==> src/rtl/core/jsu_pkg.sv <==
`default_nettype none
// ----------------------------------------------------------------------------
// jsu_pkg
// Shared types and constants for the JSON string unescaper.
// ----------------------------------------------------------------------------
package jsu_pkg;

    localparam int JOB_BYTES  = 5;
    localparam int FIFO_DEPTH = 4;
    localparam int FIFO_AW    = $clog2(FIFO_DEPTH);
    localparam int FIFO_CW    = FIFO_AW + 1;

    localparam logic [7:0] CHAR_BACKSLASH = 8'h5C;
    localparam logic [7:0] CHAR_U         = 8'h75;
    localparam logic [7:0] CHAR_QMARK     = 8'h3F;
    localparam logic [7:0] CHAR_SLASH     = 8'h2F;
    localparam logic [7:0] CHAR_DQUOTE    = 8'h22;
    localparam logic [7:0] CHAR_N         = 8'h6E;
    localparam logic [7:0] CHAR_T         = 8'h74;
    localparam logic [7:0] CHAR_R         = 8'h72;
    localparam logic [7:0] CHAR_B         = 8'h62;
    localparam logic [7:0] CHAR_F         = 8'h66;

    // output bytes caused by one input beat
    typedef struct packed {
        logic [JOB_BYTES-1:0][7:0] bytes;
        logic [2:0]                count;
        logic                      last;
    } t_job;

    typedef struct packed {
        logic full;
        logic valid;
    } t_fifo_stat;

endpackage
`default_nettype wire

==> src/rtl/core/jsu_front.sv <==
`default_nettype none
// ----------------------------------------------------------------------------
// jsu_front
// Accepts raw bytes, tracks escape state and builds the output job per beat.
// ----------------------------------------------------------------------------
module jsu_front (
    input  wire logic             i_clk,
    input  wire logic             i_rst_n,
    input  wire logic             i_push,
    input  wire logic [7:0]       i_in_byte,
    input  wire logic             i_in_last,
    input  wire jsu_pkg::t_fifo_stat i_fifo_stat,
    output logic                  o_full,
    output logic                  o_job_wr,
    output jsu_pkg::t_job         o_job
);

    typedef enum logic [1:0] {
        MODE_NORMAL,
        MODE_ESCAPE,
        MODE_HEX
    } t_mode;

    t_mode       r_mode, n_mode;
    logic [1:0]  r_hex_cnt, n_hex_cnt;
    logic [7:0]  r_pend [3];
    logic        pend_we;
    logic        accept;
    logic [7:0]  tail0, tail1, tail2;
    jsu_pkg::t_job job;

    function automatic jsu_pkg::t_job add(input jsu_pkg::t_job j, input logic [7:0] b);
        jsu_pkg::t_job r;
        r = j;
        r.bytes[r.count] = b;
        r.count = r.count + 3'd1;
        return r;
    endfunction

    function automatic jsu_pkg::t_job add_esc(input jsu_pkg::t_job j, input logic [7:0] c);
        logic [7:0] m;
        logic       hit;
        hit = 1'b1;
        m   = c;
        unique case (c)
            jsu_pkg::CHAR_N:         m = 8'h0A;
            jsu_pkg::CHAR_T:         m = 8'h09;
            jsu_pkg::CHAR_R:         m = 8'h0D;
            jsu_pkg::CHAR_B:         m = 8'h08;
            jsu_pkg::CHAR_F:         m = 8'h0C;
            jsu_pkg::CHAR_DQUOTE,
            jsu_pkg::CHAR_BACKSLASH,
            jsu_pkg::CHAR_SLASH:     m = c;
            default:                 hit = 1'b0;
        endcase
        if (hit) begin
            return add(j, m);
        end
        return add(add(j, jsu_pkg::CHAR_BACKSLASH), c);
    endfunction

    assign accept   = i_push && !i_fifo_stat.full;
    assign o_full   = i_fifo_stat.full;
    assign o_job    = job;
    assign o_job_wr = accept && (job.count != 3'd0);

    // short \u tail: collected bytes, then the final byte
    assign tail0 = (r_hex_cnt == 2'd0) ? i_in_byte : r_pend[0];
    assign tail1 = (r_hex_cnt == 2'd1) ? i_in_byte : r_pend[1];
    assign tail2 = i_in_byte;

    always_comb begin
        n_mode    = r_mode;
        n_hex_cnt = r_hex_cnt;
        pend_we   = 1'b0;
        job       = '0;
        unique case (r_mode)
            MODE_ESCAPE: begin
                if (i_in_byte == jsu_pkg::CHAR_U && !i_in_last) begin
                    n_mode    = MODE_HEX;
                    n_hex_cnt = 2'd0;
                end else begin
                    job    = add_esc(job, i_in_byte);
                    n_mode = MODE_NORMAL;
                end
            end
            MODE_HEX: begin
                if (r_hex_cnt == 2'd3) begin
                    job       = add(job, jsu_pkg::CHAR_QMARK);
                    n_mode    = MODE_NORMAL;
                    n_hex_cnt = 2'd0;
                end else if (i_in_last) begin
                    job = add(job, jsu_pkg::CHAR_BACKSLASH);
                    job = add(job, jsu_pkg::CHAR_U);
                    unique case (r_hex_cnt)
                        2'd0: job = add(job, tail0);
                        2'd1: begin
                            if (tail0 == jsu_pkg::CHAR_BACKSLASH) begin
                                job = add_esc(job, tail1);
                            end else begin
                                job = add(add(job, tail0), tail1);
                            end
                        end
                        default: begin
                            if (tail0 == jsu_pkg::CHAR_BACKSLASH) begin
                                job = add(add_esc(job, tail1), tail2);
                            end else if (tail1 == jsu_pkg::CHAR_BACKSLASH) begin
                                job = add_esc(add(job, tail0), tail2);
                            end else begin
                                job = add(add(add(job, tail0), tail1), tail2);
                            end
                        end
                    endcase
                end else begin
                    pend_we   = 1'b1;
                    n_hex_cnt = r_hex_cnt + 2'd1;
                end
            end
            default: begin
                if (i_in_byte == jsu_pkg::CHAR_BACKSLASH && !i_in_last) begin
                    n_mode = MODE_ESCAPE;
                end else begin
                    job = add(job, i_in_byte);
                end
            end
        endcase
        if (i_in_last) begin
            n_mode    = MODE_NORMAL;
            n_hex_cnt = 2'd0;
        end
        job.last = i_in_last;
    end

    always_ff @(posedge i_clk) begin
        if (!i_rst_n) begin
            r_mode    <= MODE_NORMAL;
            r_hex_cnt <= 2'd0;
        end else if (accept) begin
            r_mode    <= n_mode;
            r_hex_cnt <= n_hex_cnt;
        end
    end

    always_ff @(posedge i_clk) begin
        if (accept && pend_we) begin
            r_pend[r_hex_cnt] <= i_in_byte;
        end
    end

    // hex count only runs while collecting after \u
    a_cnt_idle: assert property (@(posedge i_clk) disable iff (!i_rst_n)
        (r_mode != MODE_HEX) |-> (r_hex_cnt == 2'd0))
        else $error("hex count set outside hex mode");

endmodule
`default_nettype wire

==> src/rtl/core/jsu_fifo.sv <==
`default_nettype none
// ----------------------------------------------------------------------------
// jsu_fifo
// Short job queue between front and back.
// ----------------------------------------------------------------------------
module jsu_fifo (
    input  wire logic             i_clk,
    input  wire logic             i_rst_n,
    input  wire logic             i_wr,
    input  wire jsu_pkg::t_job    i_wr_data,
    input  wire logic             i_rd,
    output jsu_pkg::t_job         o_rd_data,
    output jsu_pkg::t_fifo_stat   o_stat
);

    jsu_pkg::t_job                 r_mem [jsu_pkg::FIFO_DEPTH];
    logic [jsu_pkg::FIFO_AW-1:0]   r_wr_ptr, r_rd_ptr;
    logic [jsu_pkg::FIFO_CW-1:0]   r_count;
    logic                          do_wr, do_rd;

    assign o_stat.full  = (r_count == jsu_pkg::FIFO_CW'(jsu_pkg::FIFO_DEPTH));
    assign o_stat.valid = (r_count != '0);
    assign o_rd_data    = r_mem[r_rd_ptr];
    assign do_wr        = i_wr && !o_stat.full;
    assign do_rd        = i_rd && o_stat.valid;

    always_ff @(posedge i_clk) begin
        if (!i_rst_n) begin
            r_wr_ptr <= '0;
            r_rd_ptr <= '0;
            r_count  <= '0;
        end else begin
            if (do_wr) begin
                r_wr_ptr <= r_wr_ptr + 1'b1;
            end
            if (do_rd) begin
                r_rd_ptr <= r_rd_ptr + 1'b1;
            end
            if (do_wr && !do_rd) begin
                r_count <= r_count + 1'b1;
            end else if (do_rd && !do_wr) begin
                r_count <= r_count - 1'b1;
            end
        end
    end

    always_ff @(posedge i_clk) begin
        if (do_wr) begin
            r_mem[r_wr_ptr] <= i_wr_data;
        end
    end

    a_count_max: assert property (@(posedge i_clk) disable iff (!i_rst_n)
        r_count <= jsu_pkg::FIFO_CW'(jsu_pkg::FIFO_DEPTH))
        else $error("job queue overfilled");

    a_wr_nonempty: assert property (@(posedge i_clk) disable iff (!i_rst_n)
        do_wr |=> o_stat.valid)
        else $error("job queue empty after write");

endmodule
`default_nettype wire

==> src/rtl/core/jsu_back.sv <==
`default_nettype none
// ----------------------------------------------------------------------------
// jsu_back
// Serialises queued jobs into single output bytes, one byte per cycle while pop is high.
// ----------------------------------------------------------------------------
module jsu_back (
    input  wire logic             i_clk,
    input  wire logic             i_rst_n,
    input  wire jsu_pkg::t_job    i_job,
    input  wire jsu_pkg::t_fifo_stat i_fifo_stat,
    output logic                  o_job_rd,
    input  wire logic             pop,
    output logic                  empty,
    output logic [7:0]            o_out_byte,
    output logic                  o_out_last
);

    jsu_pkg::t_job r_job;
    logic [2:0]    r_idx;
    logic          r_valid;
    logic          at_end;
    logic          load;

    assign at_end     = (r_idx == (r_job.count - 3'd1));
    assign load       = !r_valid || (pop && at_end);
    assign o_job_rd   = load && i_fifo_stat.valid;
    assign empty      = !r_valid;
    assign o_out_byte = r_job.bytes[r_idx];
    assign o_out_last = r_job.last && at_end;

    always_ff @(posedge i_clk) begin
        if (!i_rst_n) begin
            r_valid <= 1'b0;
            r_idx   <= 3'd0;
        end else if (load) begin
            r_valid <= i_fifo_stat.valid;
            r_idx   <= 3'd0;
        end else if (pop) begin
            r_idx <= r_idx + 3'd1;
        end
    end

    always_ff @(posedge i_clk) begin
        if (o_job_rd) begin
            r_job <= i_job;
        end
    end

    a_idx_range: assert property (@(posedge i_clk) disable iff (!i_rst_n)
        r_valid |-> (r_job.count != 3'd0 && r_idx < r_job.count))
        else $error("output index beyond job");

endmodule
`default_nettype wire

==> src/rtl/core/json_string_unescaper.sv <==
`default_nettype none
// ----------------------------------------------------------------------------
// json_string_unescaper
// Unescapes the body of a JSON string, one raw byte in and up to five out.
// ----------------------------------------------------------------------------
// Input side is a queue: drive i_in_byte/i_in_last and raise push; the beat
// is taken when full is low. Output side is a queue too: while empty is low
// the oldest byte is on o_out_byte/o_out_last, and pop takes it.
// One input beat is taken per cycle while the job queue has room. Each beat
// makes zero to five output bytes, sent one per cycle while pop is high; with
// the output stage idle, the first byte of a beat is written to the job queue
// and then loaded into the output stage register. Sustained rate is one input
// beat per cycle while pop is high and the beats average one output byte or
// fewer; longer bursts (escape tails, short \u at end of string) fill the
// four-entry job queue and raise full until the output side catches up.
// When pop stays low, bytes wait in the output stage and the job queue, and
// full rises once the queue is full; nothing is lost.
// Synchronous reset empties the queue and returns to plain copying mode.
// ----------------------------------------------------------------------------
module json_string_unescaper (
    input  wire logic       i_clk,
    input  wire logic       i_rst_n,
    input  wire logic       push,
    output logic            full,
    input  wire logic [7:0] i_in_byte,
    input  wire logic       i_in_last,
    input  wire logic       pop,
    output logic            empty,
    output logic [7:0]      o_out_byte,
    output logic            o_out_last
);

    jsu_pkg::t_fifo_stat fifo_stat;
    jsu_pkg::t_job       wr_job, rd_job;
    logic                job_wr, job_rd;

    jsu_front u_front (
        .i_clk       (i_clk),
        .i_rst_n     (i_rst_n),
        .i_push      (push),
        .i_in_byte   (i_in_byte),
        .i_in_last   (i_in_last),
        .i_fifo_stat (fifo_stat),
        .o_full      (full),
        .o_job_wr    (job_wr),
        .o_job       (wr_job)
    );

    jsu_fifo u_fifo (
        .i_clk     (i_clk),
        .i_rst_n   (i_rst_n),
        .i_wr      (job_wr),
        .i_wr_data (wr_job),
        .i_rd      (job_rd),
        .o_rd_data (rd_job),
        .o_stat    (fifo_stat)
    );

    jsu_back u_back (
        .i_clk       (i_clk),
        .i_rst_n     (i_rst_n),
        .i_job       (rd_job),
        .i_fifo_stat (fifo_stat),
        .o_job_rd    (job_rd),
        .pop         (pop),
        .empty       (empty),
        .o_out_byte  (o_out_byte),
        .o_out_last  (o_out_last)
    );

endmodule
`default_nettype wire
==> config.mk <==
export PLATFORM = sky130hd
export DESIGN_NAME = json_string_unescaper
export DESIGN_NICKNAME = d
export VERILOG_FILES = /design/src/rtl/core/jsu_pkg.sv /design/src/rtl/core/jsu_front.sv /design/src/rtl/core/jsu_fifo.sv /design/src/rtl/core/jsu_back.sv /design/src/rtl/core/json_string_unescaper.sv
export SDC_FILE = /design/constraint.sdc
export NUM_CORES = 1
export LEC_CHECK = 0
export BUFFER_PORTS_ARGS = -buffer_cell sky130_fd_sc_hd__clkbuf_2
export CAP_MARGIN = 20
export CELL_PAD_IN_SITES_DETAIL_PLACEMENT = 1
export CELL_PAD_IN_SITES_GLOBAL_PLACEMENT = 1
export CORE_MARGIN = 2
export CORE_UTILIZATION = 40
export CTS_CLUSTER_DIAMETER = 40
export DETAILED_ROUTE_END_ITERATION = 6
export PLACE_DENSITY_LB_ADDON = 0.1
export SYNTH_ARGS = -nofsm -noshare
export SYNTH_HDL_FRONTEND = slang
export SYNTH_SLANG_ARGS = --single-unit
export TNS_END_PERCENT = 30
==> constraint.sdc <==
create_clock -name i_clk -period 4.3 [get_ports i_clk]
set_input_delay 0.215 -clock i_clk [delete_from_list [all_inputs] [get_ports i_clk]]
set_output_delay 0.215 -clock i_clk [all_outputs]
set_load 0.02 [all_outputs]
==> results of run 1 <==
## through the flow
stage | setup WS (ps) | utilization | instances
5_1_grt | 578 | 0.473 | 1094
3_5_place_dp | 797 | 0.428 | 1027
3_3_place_gp | 926 | 0.428 | 1027
4_1_cts | 783 | 0.473 | 1094
2_1_floorplan | 438 | - | 689
6_report | 760 | 0.473 | 1094
## kinds of logic (layout without fill, tap and decap cells)
family | count (synthesis) | after routing | synth area share
AOI/OAI and AO/OA | 99 | 99 | 0.0658
xor gates and xnor gates | 12 | 12 | 0.0109
DFF | 251 | 251 | 0.670
and+or+nand+nor | 176 | 176 | 0.0935
muxes | 79 | 79 | 0.122
buffers and inverters | 59 | 123 | 0.0227
adders and majority gates | 13 | 13 | 0.0154
## worst min-delay path, delay by kind of cell
kind | cells | cell delay (ps)
muxes | 1 | 90
and+or+nand+nor | 1 | 90
buffers and inverters | 1 | 140
## path summary, 6_finish.rpt
kind / cells past startpoint / to / slack [ps]
min reg2reg: 2 / u_front.r_mode[1] / 490
max reg2reg: 10 / u_fifo.r_mem[0][22] / 760
min: 3 / u_back.r_idx[1] / 60
max: 10 / u_fifo.r_mem[0][22] / 760
## layout by cell type (no fill, tap or decap), types with 13 or more instances in the layout
cell	n
nand2_1	31
dfxtp_1	13
clkbuf_2	23
o21ai_0	13
and2_1	18
mux2i_1	34
inv_1	17
edfxtp_1	236
a21oi_1	25
clkbuf_16	37
nor2_1	30
mux4_2	44
## cell type report
class                      count  area (µm²)  area share
inverter                      17        63.8     0.00500
timing repair buffer          39         285      0.0223
clock buffer                  40         937      0.0734
clock inverter                27         272      0.0213
multi-input combinational    379        3400       0.266
sequential                   251        7390       0.579
tap                          341         427      0.0334
## routing by layer
metal  part of all wire  wire length [µm]  up-vias  GRT usage
li1                   -                 -     2814          -
met1               0.45             12000     3230      0.259
met2               0.48             12900      141      0.314
met3              0.043              1160       62     0.0381
met4              0.030               818        0     0.0702
met5                  0                 0        -          0
## state kept, by name (all words and copies together), names as in the netlist
signal,cells
u_fifo.r_mem,176
u_back.r_valid,1
u_fifo.r_count,3
u_front.r_mode,2
u_back.r_idx,3
u_fifo.r_rd_ptr,2
u_front.r_pend,16
u_front.r_hex_cnt,2
u_back.r_job,44
u_fifo.r_wr_ptr,2
## power groups by stage
stage	sequential (µW)	combinational, µW	clock, µW
after floorplan	3310	932	0
after global placement	3350	1340	0
after detailed placement	3370	1360	0
after CTS	3320	1370	2990
after global routing	3350	1450	3090
final	3310	1330	2920
==> out/results.tsv, run 1 <==
stage	metric	value	unit
synth	synth_area_per_cell	16.0	µm²
clock_tree	clk_latency	520	ps
final_layout	area.growth.synth_to_final	15.8	%
route	dr.first_iter.drc_count	439	
timing	finalHoldViolCount	0	
power_and_ir_drop	p_leak	0.00433	µW
floorplanning	initial_core_util	0.408	
placement	portBuffers	23	
synth	ys_seq_elements	251	
route	drtPass1Iterations	5	
synth	ys_types	84	
clock_tree	path_clk_slew	60	ps
synth	yosysWarnings	0	
floorplanning	die_x	170	µm
power_and_ir_drop	intPower	5460	µW
timing	slew_headroom	0.349	
final_layout	drive_above_1_share	0.235	
final_layout	layout.nets	751	
timing	fmax	0.283	GHz
synth	ys_top_cells_by_count	edfxtp_1, mux4_2, mux2i_1	
timing	hold_slack	61.2	ps
worst_setup_path	endpoint_kind	register	
power_and_ir_drop	switchingPower	2090	µW
synth	yosysTopAreaCell	edfxtp_1	
floorplanning	fp.dieArea	28900	µm²
worst_setup_path	crit_path_start	u_front.r_hex_cnt[1]	
floorplanning	die_h	170	µm
route	drc	0	
worst_setup_path	crit_slowest_cell	ha_1	
timing	post-route-period-util	0.823	
worst_setup_path	crit_path_max_fanout	15	
clock_tree	cts_hold_buf	0	
placement	postPlaceCellArea	11600	µm²
timing	skew	24.0	ps
final_layout	insertedDiodeCount	0	
global_route	grt_util_all_layers	0.193	
worst_setup_path	crit_buf_inv	3	
timing	finalSetupViolations	0	
placement	hpwl	17200	µm
synth	synth-async-reset-ratio	0	
timing	fin_setup_tns	0	ps
worst_setup_path	crit_type	reg -> reg	
clock_tree	post_cts_buffers	0	
synth	netlist.area_leader.share	0.643	
synth	netlist_area	11000	µm²
floorplanning	ioPinCount	24	
clock_tree	cts_buffers	37	
clock_tree	cts_resized	0	
timing	tightest_slew	976	ps
power_and_ir_drop	power.total	7560	µW
global_route	grt_pass1_vias	6753	
global_route	grt_pass1_wl	41400	µm
synth	ys.flop_type	edfxtp_1	
run	max_cap_viol_count	0	
worst_setup_path	critPathArrivalTime	3740	ps
worst_setup_path	cp_slowest_stage_delay	520	ps
power_and_ir_drop	p_sw_frac	0.277	
power_and_ir_drop	p_clk_frac	0.386	
power_and_ir_drop	vdd_drop_max	0.000283	V
clock_tree	clock_path_buffers	3	
timing	fin_crit	3540	ps
synth	synth-edff-count	236	
global_route	grt_overflow	0	
route	via_per_inst	5.71	
route	routed-via-count	6247	
worst_setup_path	cpMostUsedCell	buf_4	
worst_setup_path	crit_family	compound AO/OA/AOI/OAI gates	
synth	ys_top_cells_by_area	edfxtp_1, mux4_2, mux2i_1	
synth	synth_fp_nets	715	
global_route	grt_max_degree	47	
worst_setup_path	critPathLaunchType	register	
clock_tree	htreeDepth	2	
clock_tree	cts_tree	done	
run_status	status	finished clean	
route	ant_nets	0	
synth	synth.most_common_cell	edfxtp_1	
timing	slew_violations	0	
final_layout	fin_area	12800	µm²
route	drt-total-wl	26800	µm
worst_setup_path	r2r-start	u_front.r_hex_cnt[1]	
power_and_ir_drop	p_seq_frac	0.439	
worst_setup_path	crit_chain	inv_1, ha_1, buf_4, mux2i_1, nand4_1, a2111oi_4, o31ai_1, buf_4, a311oi_1, o22ai_1	
hold_path	hold_path_class	in -> reg	
power_and_ir_drop	p_comb_frac	0.175	
route	wl_per_cell	24.5	µm
final_layout	fillers	2595	
clock_tree	cts_sinks	251	
floorplanning	fp-row-count	60	
timing	rsz0062_at_grt	no	
worst_setup_path	required	4500	ps
clock_tree	clockRootBuffer	clkbuf_16	
floorplanning	coreArea	27000	µm²
placement	place_congestion	0.865	
power_and_ir_drop	power.density	592	nW/µm²
synth	synthCells	689	
global_route	antenna_found_initial	1	
hold_path	min_from	pop	
synth	synth-seq-area-share	0.670	
Note: power is estimated with default switching activity, not from simulation.
==> run 2, diff against run 1 <==
==> constraint.sdc (replaced) <==
create_clock -name i_clk -period 3.1 [get_ports i_clk]
set_input_delay 0.155 -clock i_clk [delete_from_list [all_inputs] [get_ports i_clk]]
set_output_delay 0.155 -clock i_clk [all_outputs]
set_load 0.02 [all_outputs]
==> run 2 against run 1 <==
Net effect: power increased by 41%; non-clock buffer count increased by 32; register-to-register slack got worse by 630 ps; maximum frequency increased by 19%; routed wire length increased by 0.26%; first-iteration DRC count decreased by 19%; hold slack improved by 8.9 ps; clock skew decreased by 10 ps; design area increased by 2.8%; global-route usage decreased by 0.17 points; flip-flop and latch count unchanged; critical endpoint is now u_fifo.r_mem[0][37]; largest cell class unchanged.
==> out/results.tsv, run 2 (synthesized netlist as in run 1, its figures left out) <==
stage	metric	value	unit
final_layout	largest-register	u_fifo.r_mem	
timing	finalSetupViolations	0	
power_and_ir_drop	p_comb_frac	0.177	
worst_setup_path	crit_path_max_fanout	19	
worst_setup_path	critPathArrivalTime	3220	ps
floorplanning	fp.dieArea	28900	µm²
worst_setup_path	endpoint	u_fifo.r_mem[0][37]	
clock_tree	clockRootBuffer	clkbuf_16	
placement	place_ws	-40.9	ps
clock_tree	path_clk_slew	50	ps
route	routed-via-count	6308	
placement	place_inst	1056	
global_route	grt_overflow	0	
final_layout	register_area	7390	µm²
run_status	status	finished clean	
placement	hpwl	17900	µm
worst_setup_path	r2r-end	u_fifo.r_mem[0][37]	
global_route	grt_util_all_layers	0.191	
timing	skew	14.0	ps
final_layout	final_common_cell	edfxtp_1	
worst_setup_path	crit_path_start	u_front.r_hex_cnt[1]	
route	dr.first_iter.drc_count	355	
final_layout	area.growth.synth_to_final	19.0	%
clock_tree	cts_sinks	251	
route	via_per_inst	5.60	
clock_tree	cts_tree	done	
placement	place_congestion	0.885	
placement	portBuffers	23	
power_and_ir_drop	intPower	7730	µW
clock_tree	htreeDepth	2	
final_layout	reg.largest.list	u_fifo.r_mem (176), u_back.r_job (44), u_front.r_pend (16)	
worst_setup_path	r2r-start	u_front.r_hex_cnt[1]	
power_and_ir_drop	vdd_drop_max	0.000342	V
power_and_ir_drop	power.total	10600	µW
final_layout	stdcell_count	1127	
route	ant_nets	0	
timing	fmax	0.337	GHz
timing	post-route-period-util	0.957	
worst_setup_path	critPathLaunchType	register	
worst_setup_path	required	3350	ps
worst_setup_path	rr_worst_depth	10	
floorplanning	coreArea	27000	µm²
final_layout	insertedDiodeCount	0	
clock_tree	clock_path_buffers	3	
floorplanning	initial_core_util	0.408	
timing	rsz0062_at_grt	no	
power_and_ir_drop	switchingPower	2910	µW
final_layout	multiInputGateArea	3430	µm²
route	drtPass1Iterations	5	
power_and_ir_drop	p_clk_frac	0.386	
route	drc	0	
clock_tree	cts_buffers	37	
timing	fin_crit	2970	ps
timing	fin_setup_tns	0	ps
timing	slew_headroom	0.572	
worst_setup_path	rrSetupSlack	130	ps
worst_setup_path	crit_type	reg -> reg	
timing	fin_ws	133	ps
power_and_ir_drop	p_leak	0.00452	µW
power_and_ir_drop	p_sw_frac	0.274	
global_route	grt_pass1_wl	41300	µm
placement	postPlaceCellArea	11800	µm²
floorplanning	fp-row-count	60	
final_layout	fillers	2606	
final_layout	fin_area	13100	µm²
route	drt-total-wl	26900	µm
worst_setup_path	endpoint_kind	register	
floorplanning	die_x	170	µm
power_and_ir_drop	power.density	811	nW/µm²
final_layout	drive_above_1_share	0.270	
timing	slew_violations	0	
global_route	grt_max_degree	45	
final_layout	layout.nets	783	
global_route	antenna_found_initial	0	
final_layout	largest_reg_flops	176	
clock_tree	clk_latency	520	ps
floorplanning	die_h	170	µm
timing	tightest_slew	641	ps
global_route	grt_pass1_vias	6902	
power_and_ir_drop	p_seq_frac	0.436	
run	max_cap_viol_count	0	
hold_path	hold_path_class	in -> reg	
timing	finalHoldViolCount	0	
floorplanning	ioPinCount	24	
route	wl_per_cell	23.9	µm
final_layout	final_cell_mix	edfxtp_1, mux4_2, buf_4	
-- run 2: cell types whose count changed in the layout (fill, tap and decap cells not counted), sizes merged --
cell / before / now
buf: 16 / 46
clkbuf: 63 / 67
clkinvlp: 1 / 3
clkinv: 11 / 8
inv: 30 / 28
dlygate4sd3: 0 / 2
-- run 2: area by class of cell --
type                            instances  area share
Sequential cell                       251       0.563
Clock inverter                         24      0.0192
Timing Repair Buffer                   71      0.0433
Tap cell                              341      0.0325
Clock buffer                           44      0.0757
Multi-Input combinational cell        379       0.261
Inverter                               17     0.00486
-- run 2: critical path, stage by stage (launching register included) --
cell     delay [ps]
dfxtp_1         350
inv_1            70
ha_2            270
buf_12          180
or4b_1          520
o22a_1          250
nor2_4          200
o31ai_1         100
buf_4           190
and4_1          300
and2_1          260
-- run 2: power by group through the flow --
stage	Sequential [µW]	Combinational, µW	Clock, µW
floorplan	4580	1300	0
global placement	4690	1890	0
detailed placement	4720	1920	0
CTS	4660	1940	4210
global route	4690	2060	4320
finish	4640	1890	4110
-- run 2: timing repair --
item | 4_1_cts | 5_1_grt
gates resized for setup | 2 | 6
endpoints found under the setup margin | 32 | 13
buffers inserted | 0 | 1
hold endpoints to repair | 4 | 0
hold buffers | 2 | 0
pin swaps | 0 | 3
-- run 2: how the worst min path moves through the flow --
stage | cells past startpoint | start | slack (ps) | end
final | 2 | i_in_byte[1] | 70 | u_front.r_pend[1][1]
after global routing | 2 | i_in_byte[1] | 70 | u_front.r_pend[1][1]
after CTS | 2 | i_in_byte[1] | 50 | u_front.r_pend[1][1]
after detailed placement | 2 | u_front.r_mode[1] | 470 | u_front.r_mode[1]
after global placement | 2 | u_front.r_mode[1] | 460 | u_front.r_mode[1]
after floorplan | 0 | i_in_last | 250 | u_fifo.r_mem[0][0]
-- run 2: stage by stage --
step,utilization,hold slack [ps]
2_1_floorplan,-,254
3_3_place_gp,0.438,462
3_5_place_dp,0.438,470
4_1_cts,0.485,46.9
5_1_grt,0.486,74.5
6_report,0.486,70.1
-- run 2: routing by layer --
metal | global-route usage | part of all wire | vias up
li1 | - | - | 2858
met1 | 0.264 | 0.45 | 3264
met2 | 0.317 | 0.49 | 143
met3 | 0.0321 | 0.047 | 43
met4 | 0.0502 | 0.019 | 0
met5 | 0 | 0 | -
==> run 3, diff against run 2 <==
--- a/config.mk
+++ b/config.mk
@@ -5,6 +5,7 @@
 export SDC_FILE = /design/constraint.sdc
 export NUM_CORES = 1
 export LEC_CHECK = 0
+export ABC_AREA = 1
 export BUFFER_PORTS_ARGS = -buffer_cell sky130_fd_sc_hd__clkbuf_2
 export CAP_MARGIN = 20
 export CELL_PAD_IN_SITES_DETAIL_PLACEMENT = 1
==> run 3 against run 2 <==
Net effect: synthesized cell count rose by 48%; die area rose by 0.34%; the run now ends with setup timing left; clock power rose by 6.3%.
==> out/results.tsv, run 3 <==
stage	metric	value	unit
power_and_ir_drop	vdd_drop_max	0.000546	V
floorplanning	coreArea	27000	µm²
worst_setup_path	rr_worst_depth	23	
synth	synth_fp_nets	1043	
final_layout	layout.nets	1202	
final_layout	reg.largest.list	u_fifo.r_mem (176), u_back.r_job (44), u_front.r_pend (16)	
placement	place_inst	1440	
clock_tree	cts_tree	done	
clock_tree	clock_path_buffers	3	
route	drc	0	
final_layout	drive_above_1_share	0.264	
run_status	failed_checks	setup timing	
worst_setup_path	crit_buf_inv	13	
timing	slew_violations	0	
run_status	status	finished, violations left	
route	ant_nets	0	
worst_setup_path	cpMostUsedCell	buf_4	
final_layout	area.growth.synth_to_final	29.6	%
clock_tree	htreeDepth	2	
timing	fin_ws	-201	ps
synth	ys_seq_elements	251	
synth	synth-seq-area-share	0.668	
placement	place_congestion	0.931	
global_route	grt_util_all_layers	0.233	
worst_setup_path	critPathArrivalTime	3550	ps
route	drt-total-wl	33600	µm
global_route	grt_pass1_vias	8816	
clock_tree	cts_buffers	37	
synth	netlist_area	11100	µm²
route	wl_met1	14600	µm
synth	synth.most_common_cell	edfxtp_1	
synth	synth-async-reset-ratio	0	
synth	netlist.area_leader.share	0.640	
final_layout	largest_reg_flops	176	
global_route	grt_max_degree	90	
worst_setup_path	crit_path_max_fanout	5	
worst_setup_path	crit_chain	inv_4, ha_4, buf_6, nand2_4, inv_4, nor2_4, nand3_1, nor2_4, a21oi_4, buf_4, buf_4, buf_4, buf_4, buf_4, buf_4, buf_4, buf_4, inv_1, a21oi_4, nand2_1, nand2_1, nand3_1, inv_1	
placement	hpwl	21300	µm
timing	skew	24.8	ps
synth	ys_types	43	
route	wl_met2	16400	µm
worst_setup_path	cp.depth	23	
final_layout	final_cell_mix	edfxtp_1, nand2_1, nor2_1	
route	drtPass1Iterations	5	
power_and_ir_drop	power.density	875	nW/µm²
global_route	antenna_found_initial	0	
floorplanning	initial_core_util	0.409	
route	highest_layer	met4	
timing	fmax	0.303	GHz
synth	yosysWarnings	0	
final_layout	finish.utilization	0.530	
clock_tree	cts_sinks	251	
hold_path	hold_path_class	in -> reg	
timing	finalSetupViolations	22	
floorplanning	ioPinCount	24	
placement	place_ws	-278	ps
synth	synth_compound_area_frac	0.129	
synth	synth-edff-count	236	
floorplanning	die_h	170	µm
final_layout	final_common_cell	edfxtp_1	
synth	synthXorXnorAreaFrac	0.00158	
worst_setup_path	crit_type	reg -> reg	
route	routed-via-count	8493	
synth	synth_area_per_cell	10.9	µm²
placement	portBuffers	23	
global_route	grt_pass1_wl	50700	µm
worst_setup_path	critPathLaunchType	register	
worst_setup_path	crit_slowest_cell	dfxtp_2	
synth	synth_top_family_by_area	simple AND/OR/NAND/NOR gates	
timing	tightest_slew	948	ps
run	max_cap_viol_count	0	
timing	post-route-period-util	1.06	
route	dr.first_iter.drc_count	618	
final_layout	insertedDiodeCount	0	
synth	synthCells	1017	
floorplanning	fp-row-count	60	
worst_setup_path	crit_family	buffers and inverters	
clock_tree	clockRootBuffer	clkbuf_16	
route	wl_per_cell	21.7	µm
worst_setup_path	endpoint_kind	register	
timing	rsz0062_at_grt	yes	
timing	slew_headroom	0.368	
synth	synthSimpleGateAreaFrac	0.140	
global_route	grt_overflow	0	
power_and_ir_drop	p_leak	0.00529	µW
hold_path	hold_path_depth	2	
final_layout	largest-register	u_fifo.r_mem	
synth	yosys-mux-area-fraction	0	
synth	yosysTopAreaCell	edfxtp_1	
floorplanning	fp.dieArea	29000	µm²
placement	postPlaceCellArea	12400	µm²
synth	synth-adder-area-share	0.0154	
clock_tree	clk_latency	520	ps
synth	ys_top_cells_by_count	edfxtp_1, nand2_1, nor2_1	
route	via_per_inst	5.50	
worst_setup_path	required	3350	ps
power_and_ir_drop	power.total	12500	µW
route	wl_met3	1580	µm
worst_setup_path	cp_slowest_stage_delay	340	ps
floorplanning	die_x	170	µm
timing	finalHoldViolCount	0	
timing	fin_crit	3300	ps
synth	ys.flop_type	edfxtp_1	
final_layout	fin_area	14300	µm²
final_layout	stdcell_count	1544	
synth	ys_top_cells_by_area	edfxtp_1, o21ai_0, nand2_1	
clock_tree	path_clk_slew	50	ps
[run 3: cell types whose count changed after synthesis, moves of 21 or more]
cell | before | now
o22ai_1 | 12 | 46
mux2i_1 | 34 | 0
mux4_2 | 44 | 0
nor2_1 | 30 | 145
and2_1 | 22 | 1
a21oi_1 | 25 | 46
o21ai_0 | 13 | 119
inv_1 | 17 | 78
nand2_1 | 31 | 158
[run 3: report_power, final]
part           internal (µW)  total (µW)  switching [µW]
Clock                   2820        4370            1550
Sequential              4720        4970             256
Combinational           1030        3190            2160
Total                   8570       12500            3970
[run 3: cell type report]
type / count / area, µm²
inverters: 84 / 333
multi-input cells: 637 / 3530
clock buffers: 44 / 993
clock inverters: 22 / 310
fillers: 2860 / 12700
repair buffers: 165 / 1360
well taps: 341 / 427
flip-flops and latches: 251 / 7390
[run 3: layer usage]
metal / vias up / GRT usage
li1: 3940 / -
met1: 4236 / 0.303
met2: 238 / 0.397
met3: 79 / 0.0342
met4: 0 / 0.0862
met5: - / 0
[run 3: kinds of logic after synthesis]
family / count (synthesis)
adders and majority gates: 13
xor gates and xnor gates: 2
and+or+nand+nor: 372
AOI/OAI and AO/OA: 250
buffers and inverters: 129
DFF: 251
[run 3: worst register-to-register path, delay by kind of cell (launching register included)]
kind	cells	cell delay [ps]
buf+inv	13	1490
flops	1	340
compound gates	2	130
simple gates	7	890
fa+ha+maj	1	190
[run 3: stage by stage]
step           hold slack (ps)  TNS [ps]
2_1_floorplan              254     -51.7
3_3_place_gp               440      -159
3_5_place_dp               433      -356
4_1_cts                   2.00     -36.0
5_1_grt                   19.1     -7500
6_report                  15.7     -2190
[run 3: path summary, 6_finish.rpt]
check             slack, ps                 start              endpoint
setup reg to reg       -200  u_front.r_hex_cnt[1]   u_fifo.r_mem[0][26]
hold reg to reg         500        u_back.r_valid        u_back.r_valid
setup / recovery       -200  u_front.r_hex_cnt[1]   u_fifo.r_mem[0][26]
hold / removal           20          i_in_byte[2]  u_front.r_pend[0][2]
[run 3: timing repair]
item,4_1_cts,5_1_grt
endpoints found under the setup margin,12,253
gates resized for setup,44,46
endpoints found under the hold margin,18,0
buffers inserted,20,10
gates cloned,0,2
hold buffers,7,0
pin swaps,16,24
